`config.mk`:
```
export PLATFORM = sky130hd
export DESIGN_NAME = lifo_stack_engine_top
export DESIGN_NICKNAME = d
export VERILOG_FILES = /design/src/design/lse_pkg.sv /design/src/design/lse_ctrl.sv /design/src/design/lse_datapath.sv /design/src/design/lifo_stack_engine_top.sv
export SDC_FILE = /design/constraint.sdc
export NUM_CORES = 2
export LEC_CHECK = 0
export BUFFER_PORTS_ARGS = -buffer_cell sky130_fd_sc_hd__buf_2
export CAP_MARGIN = 10
export CORE_MARGIN = 4
export CORE_UTILIZATION = 40
export CTS_BUF_LIST = sky130_fd_sc_hd__clkbuf_16
export CTS_CLUSTER_DIAMETER = 50
export CTS_CLUSTER_SIZE = 40
export DETAILED_ROUTE_END_ITERATION = 10
export HOLD_SLACK_MARGIN = 0.08
export PLACE_DENSITY = 0.61
export SLEW_MARGIN = 20
export SYNTH_ARGS = -nofsm -noshare
export SYNTH_HDL_FRONTEND = slang
export SYNTH_SLANG_ARGS = --single-unit
```
`constraint.sdc`:
```
create_clock -name i_clk -period 12 [get_ports i_clk]
set_clock_uncertainty 0.2 [all_clocks]
set_input_delay 1.2 -clock i_clk [delete_from_list [all_inputs] [get_ports i_clk]]
set_output_delay 1.2 -clock i_clk [all_outputs]
set_load 0.005 [all_outputs]
```
`src/design/lse_pkg.sv`:
```
// ----------------------------------------------------------------------------
// lse_pkg
// Shared types and constants for the LIFO stack engine.
// ----------------------------------------------------------------------------
`default_nettype none

package lse_pkg;

    localparam int DEPTH   = 64;
    localparam int ADDR_W  = $clog2(DEPTH);
    localparam int COUNT_W = $clog2(DEPTH + 1);
    localparam int CAP_W   = 7;
    localparam int WORD_W  = 32;

    localparam logic [CAP_W-1:0] CAP_RESET = CAP_W'(64);
    localparam logic [CAP_W-1:0] CAP_DEPTH = CAP_W'(DEPTH);
    localparam logic [WORD_W-1:0] FAIL_WORD = '1;

    typedef enum logic [1:0] {
        ACT_PUSH    = 2'd0,
        ACT_POP     = 2'd1,
        ACT_PEEK    = 2'd2,
        ACT_DISPLAY = 2'd3
    } t_action;

    typedef enum logic [1:0] {
        ST_OK       = 2'd0,
        ST_OVERFLOW = 2'd1,
        ST_EMPTY    = 2'd2
    } t_status;

    typedef enum logic [1:0] {
        S_IDLE = 2'd0,
        S_READ = 2'd1,
        S_OUT  = 2'd2
    } t_state;

    typedef struct packed {
        logic accept;
        logic load_read;
        logic step;
    } t_dp_cmd;

    typedef struct packed {
        logic needs_read;
        logic more;
    } t_dp_stat;

endpackage

`default_nettype wire

```
`src/design/lse_ctrl.sv`:
```
// ----------------------------------------------------------------------------
// lse_ctrl
// Controller: sequences accept, memory read and result delivery.
// ----------------------------------------------------------------------------
`default_nettype none

module lse_ctrl (
    input  wire logic              i_clk,
    input  wire logic              i_rst_n,
    input  wire logic              i_in_valid,
    output logic                   o_in_ready,
    output logic                   o_out_valid,
    input  wire logic              i_out_ready,
    input  wire lse_pkg::t_dp_stat i_stat,
    output lse_pkg::t_dp_cmd       o_cmd
);
    import lse_pkg::*;

    t_state r_state;
    t_state n_state;
    logic   in_ready;
    logic   accept;

    always_ff @(posedge i_clk) begin
        if (!i_rst_n) begin
            r_state <= S_IDLE;
        end else begin
            r_state <= n_state;
        end
    end

    assign in_ready = (r_state == S_IDLE) ||
                      ((r_state == S_OUT) && i_out_ready && !i_stat.more);
    assign accept   = i_in_valid && in_ready;

    always_comb begin
        n_state         = r_state;
        o_cmd.accept    = accept;
        o_cmd.load_read = 1'b0;
        o_cmd.step      = 1'b0;
        unique case (r_state)
            S_IDLE: begin
                if (accept) begin
                    n_state = i_stat.needs_read ? S_READ : S_OUT;
                end
            end
            S_READ: begin
                o_cmd.load_read = 1'b1;
                n_state         = S_OUT;
            end
            S_OUT: begin
                if (accept) begin
                    n_state = i_stat.needs_read ? S_READ : S_OUT;
                end else if (i_out_ready) begin
                    if (i_stat.more) begin
                        o_cmd.step = 1'b1;
                        n_state    = S_READ;
                    end else begin
                        n_state = S_IDLE;
                    end
                end
            end
            default: n_state = S_IDLE;
        endcase
    end

    assign o_in_ready  = in_ready;
    assign o_out_valid = (r_state == S_OUT);

endmodule

`default_nettype wire

```
`src/design/lse_datapath.sv`:
```
// ----------------------------------------------------------------------------
// lse_datapath
// Entry memory, count, capacity register and result register.
// ----------------------------------------------------------------------------
`default_nettype none

module lse_datapath (
    input  wire logic                          i_clk,
    input  wire logic                          i_rst_n,
    input  wire lse_pkg::t_dp_cmd              i_cmd,
    output lse_pkg::t_dp_stat                  o_stat,
    input  wire logic [1:0]                    i_action,
    input  wire logic [lse_pkg::WORD_W-1:0]    i_push_value,
    input  wire logic                          i_cfg_valid,
    input  wire logic [lse_pkg::CAP_W-1:0]     i_cfg_data,
    output logic [lse_pkg::WORD_W-1:0]         o_word_out,
    output logic [1:0]                         o_status,
    output logic                               o_run_last,
    output logic                               o_is_empty,
    output logic                               o_is_full
);
    import lse_pkg::*;

    logic [WORD_W-1:0]  r_mem [DEPTH];
    logic [WORD_W-1:0]  r_rd_data;
    logic [COUNT_W-1:0] r_count;
    logic [COUNT_W-1:0] n_count;
    logic [CAP_W-1:0]   r_cap;
    t_action            r_action;
    logic [ADDR_W-1:0]  r_idx;

    logic [WORD_W-1:0]  r_word;
    t_status            r_status;
    logic               r_last;
    logic               r_empty;
    logic               r_full;

    t_action            act;
    logic [CAP_W-1:0]   eff_cap;
    logic               full_now;
    logic               nonempty;
    logic [ADDR_W-1:0]  top_addr;
    logic [ADDR_W-1:0]  rd_addr;
    logic               do_write;
    logic               load_direct;
    logic [WORD_W-1:0]  n_word;
    t_status            n_status;

    assign act      = t_action'(i_action);
    assign nonempty = (r_count != '0);
    assign top_addr = ADDR_W'(r_count - COUNT_W'(1));

    always_comb begin
        priority if (r_cap == '0) begin
            eff_cap = CAP_W'(1);
        end else if (r_cap > CAP_DEPTH) begin
            eff_cap = CAP_DEPTH;
        end else begin
            eff_cap = r_cap;
        end
    end

    assign full_now = (CAP_W'(r_count) >= eff_cap);

    assign o_stat.needs_read = (act != ACT_PUSH) && nonempty;
    assign o_stat.more       = (r_action == ACT_DISPLAY) && !r_last;

    assign rd_addr     = i_cmd.accept ? top_addr : (r_idx - ADDR_W'(1));
    assign do_write    = i_cmd.accept && (act == ACT_PUSH) && !full_now;
    assign load_direct = i_cmd.accept && !o_stat.needs_read;

    always_comb begin
        n_count  = r_count;
        n_word   = FAIL_WORD;
        n_status = ST_EMPTY;
        if (i_cmd.accept) begin
            unique case (act)
                ACT_PUSH: begin
                    if (full_now) begin
                        n_status = ST_OVERFLOW;
                    end else begin
                        n_count  = r_count + COUNT_W'(1);
                        n_word   = i_push_value;
                        n_status = ST_OK;
                    end
                end
                ACT_POP: begin
                    if (nonempty) begin
                        n_count = r_count - COUNT_W'(1);
                    end
                end
                ACT_PEEK, ACT_DISPLAY: begin
                    n_count = r_count;
                end
                default: n_count = r_count;
            endcase
        end
    end

    always_ff @(posedge i_clk) begin
        if (do_write) begin
            r_mem[top_addr + ADDR_W'(1)] <= i_push_value;
        end
        r_rd_data <= r_mem[rd_addr];
    end

    always_ff @(posedge i_clk) begin
        if (!i_rst_n) begin
            r_count <= '0;
            r_cap   <= CAP_RESET;
        end else begin
            r_count <= n_count;
            if (i_cfg_valid) begin
                r_cap <= i_cfg_data;
            end
        end
    end

    always_ff @(posedge i_clk) begin
        if (i_cmd.accept) begin
            r_action <= act;
            r_idx    <= top_addr;
        end else if (i_cmd.step) begin
            r_idx <= r_idx - ADDR_W'(1);
        end
        if (load_direct) begin
            r_word   <= n_word;
            r_status <= n_status;
            r_last   <= 1'b1;
        end else if (i_cmd.load_read) begin
            r_word   <= r_rd_data;
            r_status <= ST_OK;
            r_last   <= (r_action != ACT_DISPLAY) || (r_idx == '0);
        end
        if (load_direct || i_cmd.load_read) begin
            r_empty <= (n_count == '0);
            r_full  <= (CAP_W'(n_count) >= eff_cap);
        end
    end

    assign o_word_out = r_word;
    assign o_status   = r_status;
    assign o_run_last = r_last;
    assign o_is_empty = r_empty;
    assign o_is_full  = r_full;

endmodule

`default_nettype wire

```
`src/design/lifo_stack_engine_top.sv`:
```
// Push and failed actions load the result register directly at accept; pop
// and peek first go through the registered memory read and state S_READ.
// Display reads its entries one by one through the single memory read port.
// A new item is taken in the cycle the last result of the previous one leaves.
// Synchronous active-low reset empties the stack and sets capacity to 64.
// ----------------------------------------------------------------------------
// lifo_stack_engine_top
// LIFO stack of signed 32-bit words with push, pop, peek and display.
// ----------------------------------------------------------------------------
`default_nettype none

module lifo_stack_engine_top (
    input  wire logic                          i_clk,
    input  wire logic                          i_rst_n,
    input  wire logic                          i_in_valid,
    output logic                               o_in_ready,
    input  wire logic [1:0]                    i_action,
    input  wire logic signed [lse_pkg::WORD_W-1:0] i_push_value,
    output logic                               o_out_valid,
    input  wire logic                          i_out_ready,
    output logic signed [lse_pkg::WORD_W-1:0]  o_word_out,
    output logic [1:0]                         o_status,
    output logic                               o_run_last,
    output logic                               o_is_empty,
    output logic                               o_is_full,
    input  wire logic                          i_cfg_valid,
    output logic                               o_cfg_ready,
    input  wire logic [lse_pkg::CAP_W-1:0]     i_cfg_data
);
    import lse_pkg::*;

    t_dp_cmd           cmd;
    t_dp_stat          stat;
    logic [WORD_W-1:0] word_out;

    lse_ctrl u_ctrl (
        .i_clk       (i_clk),
        .i_rst_n     (i_rst_n),
        .i_in_valid  (i_in_valid),
        .o_in_ready  (o_in_ready),
        .o_out_valid (o_out_valid),
        .i_out_ready (i_out_ready),
        .i_stat      (stat),
        .o_cmd       (cmd)
    );

    lse_datapath u_datapath (
        .i_clk        (i_clk),
        .i_rst_n      (i_rst_n),
        .i_cmd        (cmd),
        .o_stat       (stat),
        .i_action     (i_action),
        .i_push_value (i_push_value),
        .i_cfg_valid  (i_cfg_valid),
        .i_cfg_data   (i_cfg_data),
        .o_word_out   (word_out),
        .o_status     (o_status),
        .o_run_last   (o_run_last),
        .o_is_empty   (o_is_empty),
        .o_is_full    (o_is_full)
    );

    assign o_word_out  = word_out;
    assign o_cfg_ready = 1'b1;

endmodule

`default_nettype wire

```
# Word-level counts from Yosys, hierarchy flattened
# Memory sizes are Yosys's and may differ from the RTL's. A register that Yosys moved wholly into a read port is not among the register bits.
# Cells that the tools add are included.
[word_totals]
mem_bits_rw = 2048
reg_bits = 61
memories = 1
out_inout_bits = 40
[mem_list]
columns = ["name", "depth", "word_bits", "read_ports", "rd_ports_with_merged_regs", "wr", "line_no", "text"]
rows = [
  ["u_datapath.r_mem", 64, 32, 1, 1, 1, "lse_datapath.sv:24", "logic [WORD_W-1:0] r_mem [DEPTH];"],
]
[op_classes]
muxes = 32
magnitude_cmp = 3
eq_ne = 9
n_reduce_logical = 26
addsub = 4
[op_table]
columns = ["cell", "count"]
rows = [
  ["32-bit two-way mux", 5],
  ["7-bit two-way mux", 5],
  ["7-bit one-hot mux with 3 select lines", 1],
  ["6-bit two-way mux", 3],
  ["2-bit two-way mux", 8],
  ["7-bit greater-or-equal comparator", 2],
  ["7-bit logical NOT", 2],
  ["1-bit two-way mux", 9],
  ["2-bit equality test (second input constant)", 4],
  ["1-bit logical AND", 8],
  ["7-bit by 1-bit adder with 7-bit output (second input constant)", 1],
  ["7-bit > comparator (second input constant)", 1],
  ["7-bit nonzero test", 1],
  ["7-bit by 1-bit subtractor with 7-bit output (second input constant)", 1],
  ["6-bit by 1-bit adder with 6-bit output (second input constant)", 1],
  ["6-bit logical NOT", 1],
  ["2-bit one-hot mux with 3 select lines", 1],
  ["2-bit nonzero test", 3],
  ["6-bit by 1-bit subtractor with 6-bit output (second input constant)", 1],
  ["2-bit by 1-bit equality test with 1-bit output (second input constant)", 2],
  ["1-bit logical NOT", 4],
  ["2-bit logical NOT", 2],
  ["1-bit logical OR", 3],
  ["3-bit by 1-bit inequality test with 1-bit output (second input constant)", 1],
  ["other kinds (4)", 4],
]

# Depth between registers and ports, before layout
[depth]
word_depth = 10
mapped_depth = 19
depth_no_buf = 19

# Cells and area by module
# Synthesis repeated with hierarchy kept, for this count alone.
[unflattened]
cells_unflattened = 4143
area_unflattened_um2 = 84357.2
[modules_own_cells]
columns = ["mod", "cells_per_inst", "area_per_inst_um2", "seq_area_each_um2", "instances"]
rows = [
  ["lse_datapath", 4122, 84184.5, 63761.2, 1],
  ["lse_ctrl", 19, 161.4, 40.0, 1],
  ["lifo_stack_engine_top", 2, 11.3, 0.0, 1],
]

# Worst setup path after synthesis
# No wires, ideal clock.
[synth_timing]
path_kind = "input to register"
start = "in i_out_ready"
end = "mem u_datapath.r_mem[18][0], enable pin"
arrival_ns = 3.940
path_buffers = 2
slack_ns = 7.438
stages = 10
path_cell_list = "nand2b_1 > nand4_2 > inv_1 > nand2b_1 > clkbuf_1 > nor2_1 > nand2_1 > or4_1 > clkbuf_1 > nor2_1"
[synth_between]
elab_chain_cells = 8
[synth_rtl]
columns = ["item", "line_no", "text"]
rows = [
  ["start: declaration", "lifo_stack_engine_top.sv:20", "input wire logic i_out_ready,"],
  ["1-bit logical AND (2 in a row)", "lse_ctrl.sv:33", "((r_state == S_OUT) && i_out_ready && !i_stat.more);"],
  ["1-bit logical OR", "lse_ctrl.sv:32", "assign in_ready = (r_state == S_IDLE) ||"],
  ["1-bit logical AND", "lse_ctrl.sv:34", "assign accept = i_in_valid && in_ready;"],
  ["1-bit logical AND (2 in a row)", "lse_datapath.sv:69", "assign do_write = i_cmd.accept && (act == ACT_PUSH) && !full_now;"],
  ["1-bit two-way mux", "lse_datapath.sv:101", "if (do_write) begin"],
  ["1-bit two-way mux (not written as such)", "lse_datapath.sv:102", "r_mem[top_addr + ADDR_W'(1)] <= i_push_value;"],
  ["end: declaration", "lse_datapath.sv:24", ""],
]
# Every way passes these cells.

# Final worst setup path
[layout_timing]
start = "reg u_datapath.r_count[0]"
end = "reg u_datapath.r_rd_data[0] (read register of u_datapath.r_mem)"
[layout_between]
elab_chain_cells = 2
[layout_rtl]
columns = ["item", "line_no", "text"]
rows = [
  ["start: declaration", "lse_datapath.sv:26", "logic [COUNT_W-1:0] r_count;"],
  ["start signal: assignment", "lse_datapath.sv:112", "r_count <= n_count;"],
  ["7-bit by 1-bit subtractor with 7-bit output", "lse_datapath.sv:51", "assign top_addr = ADDR_W'(r_count - COUNT_W'(1));"],
  ["6-bit two-way mux", "lse_datapath.sv:68", "assign rd_addr = i_cmd.accept ? top_addr : (r_idx - ADDR_W'(1));"],
  ["end: declaration", "lse_datapath.sv:25", "logic [WORD_W-1:0] r_rd_data;"],
]
# Every way passes these cells.
# A chain may end at the register's enable or synchronous reset.

==> results_dict.tcl <==
set metrics [dict create \
    post-dp-hpwl_mm 127 \
    grt.overflow.total 0 \
    rr_startpoint "u_datapath.r_count[0]$_SDFF_PN0_" \
    critical_path_class "reg2reg" \
    ff2ff_setup_slack_ps 5890 \
    cp_data_required_time_ps 12570 \
    ys_seq_area_share_pct 77.0 \
    num_rows 166 \
    worst_slack_ps 5890 \
    synth.area.top_cells "edfxtp_1 (76%), nand2_1 (7.4%), a32oi_1 (4.0%), a21oi_1 (2.7%), nand3_1 (2.2%)" \
    start_kind "flop" \
    ys_ff_latch 2141 \
    grt_setup_unrepaired "no" \
    worstRegToRegCells 11 \
    cts_buffers 161 \
    synthAdderAreaFrac_pct 0.287 \
    antenna_found_initial 15 \
    pre_cts_ws_ps 5200 \
    leakagePower_nw 29.4 \
    cts_max_path_buffers 3 \
    core_area_um2 205000 \
    area_growth_pct 11.4 \
    vdd_drop_max_v 0.000215 \
    slew_headroom_pct 19.5 \
    antenna_cells 0 \
    yosysTopAreaCell "edfxtp_1" \
    dieArea_um2 214000 \
    clock-sinks 2141 \
    synth_top_family_by_area "simple AND/OR/NAND/NOR gates" \
    synth_compound_area_share_pct 8.52 \
    place.gp.congestion 0.822 \
    yosysTopAreaCellShare_pct 75.8 \
    grt_max_degree 227 \
    switchingPower_w 0.00617 \
    crit_start "u_datapath.r_count[0]$_SDFF_PN0_" \
    synth-edff-count 2092 \
    post-route-util_pct 45.0 \
    die_y_um 463 \
    hold_viol 0 \
    ys_warn_count 0 \
    clkTransAtPathRegs_ps 80 \
    syn_inst 5886 \
    crit_end "u_datapath.r_rd_data[0]$_DFF_P_" \
    setup_viol 0 \
    fmax_mhz 164 \
    synthArstFlopShare_pct 0 \
    slowest_delay_ps 880 \
    num_vias 52090 \
    status "finished, final reports clean" \
    p_clk_share_pct 31.3 \
    hp-class "reg2reg" \
    period_minus_slack_ps 6110 \
    swShare_pct 33.3 \
    finalCritPeriodShare_pct 50.9 \
    final_layout_size_suffix_gt1_share_pct 10.6 \
    drv_slew 0 \
    root_buffer "clkbuf_16" \
    num-nets-final 5947 \
    cts_htree_levels 4 \
    post_synth.cell_area_avg_um2 14.1 \
    synth.most_common_cell "edfxtp_1" \
    synth_common_cells "edfxtp_1 (2092), nand2_1 (1625), a21oi_1 (449)" \
    cpMaxStageDelayCell "buf_4" \
    power.density_nw_per_um2 201 \
    die-width_um 463 \
    wl_per_cell_um 28.2 \
    grt_pass1_wl_mm 349 \
    ant_nets 0 \
    synthFlopType "edfxtp_1" \
    power.total_w 0.0185 \
    ioPinCount 86 \
    cp.depth 11 \
    cts_hold_buffers 0 \
    synth_nets 5951 \
    cts_tree "built" \
    ys_types 64 \
    cts-resized-gates 0 \
    worstMarginPinSlew_ps 1210 \
    avgViaCountPerCell 5.98 \
    power_frac_seq_pct 45.8 \
    hp-start "u_datapath.r_cap[0]$_SDFFE_PN0P_" \
    start_util_pct 40.4 \
    yosys.area_share.simple_pct 11.0 \
    grt_pass1_vias 48579 \
    critPathBufInv 3 \
    fin_setup_tns_ps 0 \
    netlist_area_um2 82800 \
    crit_chain "nand2_1, nor4_4, a21o_4, buf_12, buf_4, buf_4, nand2_1, a32oi_1, nand3_1, nand4_1, mux2_2" \
    synth-xor-area-share_pct 0.147 \
    cts_setup_buffers 0 \
    muxShareOfSynthArea_pct 0.634 \
    clock_latency_ps 820 \
    path_max_fanout 226 \
    grtUsageTotal_pct 22.1 \
    arrival_ps 6680 \
    drt_iter0_drc 7168 \
    crit_family "buffers and inverters" \
    endpoint_kind "flop" \
    p_int_w 0.0124 \
    drc 0 \
    maxCapViolations 0 \
    pwr-share-comb_pct 22.8 \
    rr_endpoint "u_datapath.r_rd_data[0]$_DFF_P_" \
    first_pass_iters 8 \
    drt-total-wl_mm 245 \
    io_buffers 84 \
]
-- area by class of cell --
class / instances / area [um2]
Fill cell: 17932 / 113000
Sequential cell: 2141 / 63800
Multi-Input combinational cell: 3336 / 17700
Clock buffer: 165 / 4130
Tap cell: 2688 / 3360
Clock inverter: 136 / 1620
Timing Repair Buffer: 225 / 1580
Inverter: 17 / 71.3
-- tightest hold or removal path: stages (launching register included) --
cell	delay [ps]
dfxtp_1	340
mux2i_1	70
nor2_1	70
-- state kept, by name (all words and copies together) (netlist names), 6 cells and up --
name and flops:
u_datapath.r_mem 2048, u_datapath.o_word_out 32, u_datapath.r_rd_data 32, u_datapath.r_cap 7
u_datapath.r_count 7, u_datapath.r_idx 6
-- power groups by stage --
stage                     sequential (W)  combinational (W)  clock, W
after floorplan                  0.00860            0.00246         0
after global placement           0.00866            0.00415         0
after detailed placement         0.00866            0.00418         0
after CTS                        0.00848            0.00420   0.00587
after global routing             0.00849            0.00448   0.00617
final                            0.00849            0.00423   0.00580
-- cells by family after synthesis --
logic type / Yosys count
flops: 2141
simple gates: 2216
xor+xnor: 13
other cells: 1
fa+ha+maj: 19
compound gates: 1039
mux: 48
buf+inv: 409
-- through the flow --
step           instances  hold slack, ps  area [um2]
2_1_floorplan       5886             261       82800
3_3_place_gp        8407             282       86500
3_5_place_dp        8407             293       86500
4_1_cts             8708             317       92300
5_1_grt             8708             354       92300
6_report            8708             309       92300
-- cell usage in the layout (no fill, tap or decap), drive strengths merged, types with 5 or more instances in the layout --
cell,count
xnor2,8
o22a,21
buf,225
clkinv,62
nor3,12
nor2,100
a221oi,5
a32oi,376
edfxtp,2092
nor2b,8
xor2,5
a31oi,101
mux2i,12
nand2,1625
a22oi,36
mux2,36
dfxtp,49
nand2b,11
inv,81
o21ai,14
bufinv,7
nand4,66
nand3,367
o32a,11
a21o,6
ha,19
a21oi,449
clkbuf,165
-- metal layers --
metal / track usage [%] / wire length (um) / up-vias
met5: 0 / 26 / -
met4: 7.99 / 9500 / 4
met3: 3.83 / 23800 / 449
met2: 34.8 / 114000 / 2963
met1: 30.9 / 98200 / 26435
li1: - / - / 22239
-- worst min path at each step --
stage                                          end  slack [ps]  cells after the start
2_1_floorplan     u_datapath.r_cap[0]$_SDFFE_PN0P_         260                      2
3_3_place_gp      u_datapath.r_cap[0]$_SDFFE_PN0P_         280                      2
3_5_place_dp      u_datapath.r_cap[0]$_SDFFE_PN0P_         290                      2
4_1_cts           u_datapath.r_cap[0]$_SDFFE_PN0P_         320                      2
5_1_grt        u_datapath.o_word_out[25]$_DFFE_PP_         350                      1
6_report          u_datapath.r_cap[0]$_SDFFE_PN0P_         310                      2
Power figures use the tool's default switching activity.
